===== config.mk =====
export PLATFORM = sky130hd
export DESIGN_NAME = arena_pool_allocator_unit
export DESIGN_NICKNAME = d
export VERILOG_FILES = /design/src/rtl/core/apa_pkg.sv /design/src/rtl/core/apa_ram.sv /design/src/rtl/core/arena_pool_allocator_unit.sv
export SDC_FILE = /design/constraint.sdc
export NUM_CORES = 2
export LEC_CHECK = 0
export BUFFER_PORTS_ARGS = -buffer_cell sky130_fd_sc_hd__clkbuf_2
export CAP_MARGIN = 25
export CORE_ASPECT_RATIO = 0.75
export CORE_UTILIZATION = 27
export CTS_BUF_LIST = sky130_fd_sc_hd__clkbuf_4 sky130_fd_sc_hd__clkbuf_8
export CTS_CLUSTER_DIAMETER = 120
export DETAILED_ROUTE_END_ITERATION = 8
export GPL_TIMING_DRIVEN = 0
export PLACE_DENSITY = 0.51
export RECOVER_POWER = 50
export SETUP_SLACK_MARGIN = 0.1
export SLEW_MARGIN = 20
export SYNTH_ARGS = -nofsm -noshare
export SYNTH_HDL_FRONTEND = slang
export SYNTH_SLANG_ARGS = --single-unit

===== constraint.sdc =====
create_clock -name clk -period 30.1 [get_ports clk]
set_clock_uncertainty 0.15 [all_clocks]
set_input_delay 7.525 -clock clk [delete_from_list [all_inputs] [get_ports clk]]
set_output_delay 7.525 -clock clk [all_outputs]
set_load 0.01 [all_outputs]

===== src/rtl/core/apa_pkg.sv =====
// ----------------------------------------------------------------------------
// Arena pool allocator package
// Shared sizes, codes and the descriptor layout of the pool allocator.
// ----------------------------------------------------------------------------
package apa_pkg;

  // Table size and the widths that follow from it.
  localparam int POOL_COUNT = 16;
  localparam int POOL_IDX_W = $clog2(POOL_COUNT);
  localparam int LINK_W     = $clog2(POOL_COUNT + 1);
  localparam int ADDR_W     = 32;

  // Field widths of the request and the result.
  localparam int FUNC_W     = 2;
  localparam int ID_W       = 4;
  localparam int SIZE_W     = 24;
  localparam int IN_ADDR_W  = 32;
  localparam int STATUS_W   = 3;
  localparam int OUT_ADDR_W = 32;

  // Link value that marks the end of the free list.
  localparam logic [LINK_W-1:0] NONE_IDX = LINK_W'(POOL_COUNT);

  // Operation codes.
  localparam logic [FUNC_W-1:0] FN_ALLOC = 2'd0;
  localparam logic [FUNC_W-1:0] FN_RESET = 2'd1;
  localparam logic [FUNC_W-1:0] FN_FREE  = 2'd2;
  localparam logic [FUNC_W-1:0] FN_GET   = 2'd3;

  // Status codes.
  localparam logic [STATUS_W-1:0] ST_OK       = 3'd0;
  localparam logic [STATUS_W-1:0] ST_NO_POOL  = 3'd1;
  localparam logic [STATUS_W-1:0] ST_ZERO     = 3'd2;
  localparam logic [STATUS_W-1:0] ST_INVALID  = 3'd3;
  localparam logic [STATUS_W-1:0] ST_OVERFLOW = 3'd4;

  typedef logic [ADDR_W-1:0] addr_t;

  // One pool descriptor as held in the descriptor memory.
  typedef struct packed {
    addr_t             base;
    logic [SIZE_W-1:0] length;
    addr_t             bump;
  } desc_t;

  localparam int DESC_W = $bits(desc_t);

  // Latched request.
  typedef struct packed {
    logic [FUNC_W-1:0]    func;
    logic [ID_W-1:0]      pool_id;
    logic [SIZE_W-1:0]    req_size;
    logic [IN_ADDR_W-1:0] base_addr;
  } req_t;

endpackage


===== src/rtl/core/apa_ram.sv =====
// ----------------------------------------------------------------------------
// Generic single-port-write RAM
// One write port and one read port; read data is registered.
// ----------------------------------------------------------------------------
module apa_ram #(
  parameter int WIDTH = 8,
  parameter int DEPTH = 16
) (
  input  logic                     clk,
  input  logic                     we,
  input  logic [$clog2(DEPTH)-1:0] waddr,
  input  logic [WIDTH-1:0]         wdata,
  input  logic [$clog2(DEPTH)-1:0] raddr,
  output logic [WIDTH-1:0]         rdata
);

  logic [WIDTH-1:0] mem [DEPTH];
  logic [WIDTH-1:0] rdata_r;

  // Write and registered read.
  always_ff @(posedge clk) begin
    if (we) begin
      mem[waddr] <= wdata;
    end
    rdata_r <= mem[raddr];
  end

  assign rdata = rdata_r;

endmodule


===== src/rtl/core/arena_pool_allocator_unit.sv =====
// ----------------------------------------------------------------------------
// Arena pool allocator
// Free-list allocator of pool descriptors with a bump pointer per pool.
// ----------------------------------------------------------------------------
//
//  Channel   Handshake                 Payload
//  -------   -----------------------   ------------------------------------
//  input     start, busy               in_func, in_pool_id, in_req_size,
//                                      in_base_addr
//  result    out_valid (one cycle)     out_status, out_granted_pool,
//                                      out_granted_addr
//
// Each item has an accept step and an execute step: the accept edge reads the
// descriptor memory; the edge ending execute computes, writes the descriptor
// back and registers the result. busy is high during execute, so no new item is
// accepted then; the result strobe lies in the cycle after the write-back.
// Reset is synchronous; it fills the free list, clears valid bits and control.
// The result is shown for one cycle and cannot be stalled by the receiver.
// ----------------------------------------------------------------------------
module arena_pool_allocator_unit (
  input  logic                            clk,
  input  logic                            rst_n,
  input  logic                            start,
  output logic                            busy,
  input  logic [apa_pkg::FUNC_W-1:0]      in_func,
  input  logic [apa_pkg::ID_W-1:0]        in_pool_id,
  input  logic [apa_pkg::SIZE_W-1:0]      in_req_size,
  input  logic [apa_pkg::IN_ADDR_W-1:0]   in_base_addr,
  output logic                            out_valid,
  output logic [apa_pkg::STATUS_W-1:0]    out_status,
  output logic [apa_pkg::ID_W-1:0]        out_granted_pool,
  output logic [apa_pkg::OUT_ADDR_W-1:0]  out_granted_addr
);

  import apa_pkg::*;

  localparam logic S_IDLE = 1'b0;
  localparam logic S_EXEC = 1'b1;

  logic                  state_r, state_nxt;
  req_t                  req_r;
  logic [LINK_W-1:0]     free_head_r, free_head_nxt;
  logic [LINK_W-1:0]     link_r [POOL_COUNT];
  logic [POOL_COUNT-1:0] pool_valid_r, pool_valid_nxt;

  logic                  out_valid_r;
  logic [STATUS_W-1:0]   out_status_r, out_status_nxt;
  logic [ID_W-1:0]       out_pool_r, out_pool_nxt;
  logic [OUT_ADDR_W-1:0] out_addr_r, out_addr_nxt;

  logic                  accept;
  logic [POOL_IDX_W-1:0] rd_idx;
  logic [POOL_IDX_W-1:0] head_idx;
  logic [POOL_IDX_W-1:0] req_idx;
  logic [POOL_IDX_W-1:0] wr_idx;
  logic                  ram_we;
  desc_t                 rd_desc;
  desc_t                 wr_desc;

  logic                  id_ok;
  logic                  hit;
  addr_t                 req_base;
  addr_t                 used;
  logic [ADDR_W:0]       need;
  logic                  ovf;
  logic                  link_we;
  logic [POOL_IDX_W-1:0] link_idx;
  logic [LINK_W-1:0]     link_val;

  assign accept   = start && (state_r == S_IDLE);
  assign head_idx = free_head_r[POOL_IDX_W-1:0];
  assign req_idx  = POOL_IDX_W'(req_r.pool_id);
  assign rd_idx   = (in_func == FN_ALLOC) ? head_idx : POOL_IDX_W'(in_pool_id);

  // Descriptor memory: base, length and bump pointer of each pool.
  apa_ram #(
    .WIDTH (DESC_W),
    .DEPTH (POOL_COUNT)
  ) u_desc_ram (
    .clk   (clk),
    .we    (ram_we),
    .waddr (wr_idx),
    .wdata (wr_desc),
    .raddr (rd_idx),
    .rdata (rd_desc)
  );

  // Request checks and bump arithmetic on the descriptor just read.
  assign id_ok    = (32'(req_r.pool_id) < 32'(POOL_COUNT));
  assign hit      = id_ok && pool_valid_r[req_idx];
  assign req_base = ADDR_W'(req_r.base_addr);
  assign used     = rd_desc.bump - rd_desc.base;
  assign need     = {1'b0, used} + (ADDR_W + 1)'(req_r.req_size);
  assign ovf      = need > (ADDR_W + 1)'(rd_desc.length);

  // Operation decode in the execute cycle.
  always_comb begin
    state_nxt      = state_r;
    free_head_nxt  = free_head_r;
    pool_valid_nxt = pool_valid_r;
    ram_we         = 1'b0;
    wr_idx         = req_idx;
    wr_desc        = rd_desc;
    link_we        = 1'b0;
    link_idx       = req_idx;
    link_val       = free_head_r;
    out_status_nxt = ST_OK;
    out_pool_nxt   = '0;
    out_addr_nxt   = '0;

    case (state_r)
      S_IDLE: begin
        if (accept) begin
          state_nxt = S_EXEC;
        end
      end
      S_EXEC: begin
        state_nxt = S_IDLE;
        if (req_r.func == FN_ALLOC) begin
          if (free_head_r >= NONE_IDX) begin
            out_status_nxt = ST_NO_POOL;
          end else if (req_r.req_size == '0) begin
            out_status_nxt = ST_ZERO;
          end else begin
            ram_we                   = 1'b1;
            wr_idx                   = head_idx;
            wr_desc.base             = req_base;
            wr_desc.length           = req_r.req_size;
            wr_desc.bump             = req_base;
            pool_valid_nxt[head_idx] = 1'b1;
            free_head_nxt            = link_r[head_idx];
            link_we                  = 1'b1;
            link_idx                 = head_idx;
            link_val                 = NONE_IDX;
            out_pool_nxt             = ID_W'(head_idx);
            out_addr_nxt             = OUT_ADDR_W'(req_base);
          end
        end else if (!hit) begin
          out_status_nxt = ST_INVALID;
        end else begin
          case (req_r.func)
            FN_RESET: begin
              ram_we       = 1'b1;
              wr_desc.bump = rd_desc.base;
            end
            FN_FREE: begin
              // Descriptor fields are dead once the valid bit drops.
              pool_valid_nxt[req_idx] = 1'b0;
              link_we                 = 1'b1;
              link_val                = free_head_r;
              free_head_nxt           = LINK_W'(req_idx);
            end
            default: begin
              if (ovf) begin
                out_status_nxt = ST_OVERFLOW;
              end else begin
                ram_we       = 1'b1;
                wr_desc.bump = rd_desc.bump + ADDR_W'(req_r.req_size);
                out_addr_nxt = OUT_ADDR_W'(rd_desc.bump);
              end
            end
          endcase
        end
      end
      default: begin
        state_nxt = S_IDLE;
      end
    endcase
  end

  // Control state, free list and valid bits.
  always_ff @(posedge clk) begin
    if (!rst_n) begin
      state_r      <= S_IDLE;
      free_head_r  <= '0;
      pool_valid_r <= '0;
      out_valid_r  <= 1'b0;
      for (int i = 0; i < POOL_COUNT; i++) begin
        link_r[i] <= LINK_W'(i + 1);
      end
    end else begin
      state_r      <= state_nxt;
      free_head_r  <= free_head_nxt;
      pool_valid_r <= pool_valid_nxt;
      out_valid_r  <= (state_r == S_EXEC);
      if (link_we) begin
        link_r[link_idx] <= link_val;
      end
    end
  end

  // Request and result payload registers.
  always_ff @(posedge clk) begin
    if (accept) begin
      req_r.func      <= in_func;
      req_r.pool_id   <= in_pool_id;
      req_r.req_size  <= in_req_size;
      req_r.base_addr <= in_base_addr;
    end
    if (state_r == S_EXEC) begin
      out_status_r <= out_status_nxt;
      out_pool_r   <= out_pool_nxt;
      out_addr_r   <= out_addr_nxt;
    end
  end

  assign busy             = (state_r == S_EXEC);
  assign out_valid        = out_valid_r;
  assign out_status       = out_status_r;
  assign out_granted_pool = out_pool_r;
  assign out_granted_addr = out_addr_r;

  // An accepted item always enters the execute cycle.
  a_accept_exec: assert property (@(posedge clk) disable iff (!rst_n)
    accept |=> busy)
    else $error("accepted item did not enter execute");

  // A result strobe only follows an execute cycle.
  a_out_after_exec: assert property (@(posedge clk) disable iff (!rst_n)
    out_valid |-> $past(state_r == S_EXEC))
    else $error("result strobe without execute");

  // The free-list head is a pool index or the end marker.
  a_head_range: assert property (@(posedge clk) disable iff (!rst_n)
    free_head_r <= NONE_IDX)
    else $error("free-list head out of range");

  // A granted pool is marked valid.
  a_alloc_valid: assert property (@(posedge clk) disable iff (!rst_n)
    (out_valid && out_status == ST_OK && req_r.func == FN_ALLOC)
      |-> pool_valid_r[POOL_IDX_W'(out_granted_pool)])
    else $error("granted pool not marked valid");

endmodule

==> flow_metrics.py <==
metrics = {
    "timing": {
        "relSlewSlack_pct": -58.53,
        "setup_viol": 0,
        "finalCritPeriodShare_pct": 39.57,
        "maxSlewViolCount": 273,
        "hold_ws_ps": 340.0,
        "hold_viol": 0,
        "fmaxAchievable_ghz": 0.08396,
        "setup-tns-final_ps": 0,
        "rsz0062_at_grt": "no",
        "fin_crit_ps": 11910,
        "fin_ws_ps": 18190,
        "tightest_slew_ps": 2353,
    },
    "routing": {
        "vias": 42260,
        "drt_pre_antenna_iters": 6,
        "wirelength_mm": 227.9,
        "antenna_left": 0,
        "avgRoutedWirePerCell_um": 27.00,
        "via_per_inst": 5.005,
        "dr.first_iter.drc_count": 4932,
        "drc": 0,
    },
    "synthesis": {
        "synth_largest_area_cell": "edfxtp_1",
        "synth.area.mux_share_pct": 12.45,
        "synth-main-ff-cell": "edfxtp_1",
        "yosys.area_share.simple_pct": 5.990,
        "synth_area_sq_mm": 0.07083,
        "synth_fp_nets": 4358,
        "synth_xor_xnor_area_share_pct": 0.8020,
        "yosys-top-cells-count": "1589 x edfxtp_1, 445 x nand2_1, 382 x mux4_2",
        "synth_top_family_by_area": "multiplexers",
        "yosysUniqueCellTypes": 94,
        "synth.ff_latch_count": 1704,
        "syn_inst": 4179,
        "yosysMostFrequentCell": "edfxtp_1",
        "yosysWarningCount": 0,
        "synth_compound_area_share_pct": 6.406,
        "synth_top_area_share_pct": 67.37,
        "synth-seq-area-share_pct": 70.62,
        "synth.area.top_cells": "edfxtp_1 67%, mux4_2 12%, dfxtp_1 3.3%",
        "avgSynthCellArea_sq_um": 16.95,
        "async_reset_ff_share_pct": 0,
        "yosys.area_share.adder_pct": 2.046,
        "synth_edf_count": 1589,
    },
    "die": {
        "ios": 106,
        "dieHeight_um": 445.6,
        "row_count": 162,
        "start_util_pct": 27.21,
        "die_area_sq_mm": 0.2644,
        "core_sq_mm": 0.2603,
        "fp.dieW_um": 593.4,
    },
    "pwr": {
        "power.leakage_uw": 0.02751,
        "vdd_drop_max_v": 0.00002821,
        "powerDensity_mw_per_mm2": 69.23,
    },
    "layout": {
        "instances_no_fill": 8442,
        "area_growth_pct": 19.04,
        "multi_input_area_sq_mm": 0.01968,
        "fillers": 25440,
        "regArea_sq_mm": 0.05002,
        "drive_gt1_share_pct": 22.35,
        "fin_util_pct": 32.40,
        "nNetsFinal": 4942,
    },
    "global_routing": {
        "grt_max_degree": 32,
        "overflow": 0,
        "antenna_found_initial": 9,
        "grt_use_total_pct": 16.83,
        "grt_pass1_wl_mm": 317.9,
        "first_global_vias": 41880,
    },
    "setup_path": {
        "slowest_delay_ps": 1650,
        "required_ps": 22430,
        "critPathKind": "flip-flop to output pin",
        "cp.arrival_ps": 4240,
        "cpMaxStageDelayCell": "clkbuf_1",
        "start_kind": "flip-flop",
        "worstPathCellList": "clkbuf_1 > clkbuf_2",
        "cp_max_fo": 31,
        "cp-end-kind": "output pin",
    },
    "min_path": {
        "hold_class": "flip-flop to flip-flop",
    },
    "placed_design": {
        "dp_cells": 7888,
        "globalplace.congestion": 0.9164,
        "dpl_worst_slack_ps": 17460,
        "hpwl_mm": 163.8,
        "portBuffers": 105,
    },
    "clocking": {
        "post_cts_resized": 0,
        "clock_latency_ps": 970,
        "root_buffer": "clkbuf_8",
        "htreeDepth": 5,
        "numCtsBuffers": 293,
        "clock_path_buffers": 4,
        "cts_tree": "built",
        "path_clk_slew_ps": 60,
        "ctsHoldBuffers": 0,
        "postCtsSetupRepairBufs": 0,
        "clock_sinks": 1704,
    },
    "job": {
        "cap_violations": 17,
    },
    "outcome": {
        "status": "finished, violations left",
        "violations": "capacitance limit, slew limit",
    },
}
-- layout make-up --
cell class,instances,share of cell area (%)
diodes,5,0.01484
multi-input cells,2165,23.34
inverters,86,0.3829
repair buffers,289,3.662
well taps,3444,5.111
plain buffers,224,1.040
flip-flops and latches,1704,59.32
clock buffers,414,6.068
clock inverters,111,1.055
-- through the flow --
| step | total power, uW | instance area (sq um) |
|---|---|---|
| 6_report | 5837 | 84310 |
| 5_1_grt | 6060 | 84300 |
| 4_1_cts | 5895 | 84750 |
| 3_5_place_dp | 3726 | 78740 |
| 3_3_place_gp | 3689 | 75660 |
| 2_1_floorplan | 3361 | 70830 |
-- power breakdown --
part	switching [uW]	leakage, uW	internal [uW]	total [uW]
clock network	965	0.00315	1200	2160
logic	599	0.00905	333	931
registers	53.2	0.0153	2690	2740
total	1620	0.0275	4220	5840
-- flip-flops by register name, indices dropped and copies added, names as in the netlist, 4 cells and up, named ones only --
| signal | count |
|---|---|
| req_base | 32 |
| out_granted_pool | 4 |
| out_granted_addr | 32 |
| link_r | 80 |
| u_desc_ram.mem | 1408 |
| pool_valid_r | 16 |
| free_head_r | 5 |
| u_desc_ram.rdata | 88 |
| req_idx | 4 |
| req_r | 26 |
-- worst max-delay path, delay by kind of cell, from the launching register on --
kind / cells / cell delay (ps)
buf+inv: 2 / 2010
flops: 1 / 1220
-- path summary, 6_finish.rpt --
path,cells past startpoint,slack [ps],start,to
setup / recovery,2,18190,busy,busy
hold / removal,2,340,pool_valid_r[3],pool_valid_r[3]
setup reg to reg,29,18560,u_desc_ram.rdata[64],u_desc_ram.mem[14][14]
hold reg to reg,2,340,pool_valid_r[3],pool_valid_r[3]
-- per-layer routing --
metal	track usage, %	share of wire (%)	up-vias
met2	25.28	44	1842
met4	5.361	3.1	2
met3	3.695	8.3	360
met5	0	0.026	-
met1	24.13	45	22160
li1	-	-	17890
-- cell families after synthesis --
kind of cell | after synthesis
flip-flops | 1704
AND/OR/NAND/NOR | 917
XOR/XNOR | 64
AO/OA/AOI/OAI | 667
adder cells (fa/ha/maj) | 114
buffers and inverters | 310
multiplexers | 403
-- cell usage in the layout (no fill, tap or decap), types with 25 or more instances in the layout --
| master | n |
|---|---|
| clkbuf_1 | 264 |
| o21ai_0 | 135 |
| clkbuf_2 | 83 |
| clkinv_2 | 28 |
| o21a_1 | 25 |
| clkbuf_4 | 94 |
| buf_16 | 29 |
| a21oi_1 | 75 |
| a22oi_1 | 35 |
| clkbuf_8 | 321 |
| and2_1 | 98 |
| buf_1 | 36 |
| nand3_1 | 40 |
| a211oi_1 | 99 |
| nand2_1 | 445 |
| inv_1 | 86 |
| clkinv_1 | 48 |
| buf_12 | 61 |
| xnor2_1 | 40 |
| a31oi_1 | 108 |
| ha_1 | 111 |
| a21o_1 | 52 |
| nor3_1 | 28 |
| edfxtp_1 | 1589 |
| nor2_1 | 154 |
| dfxtp_1 | 115 |
| mux4_2 | 382 |
Note: power is estimated with default switching activity, not from simulation.
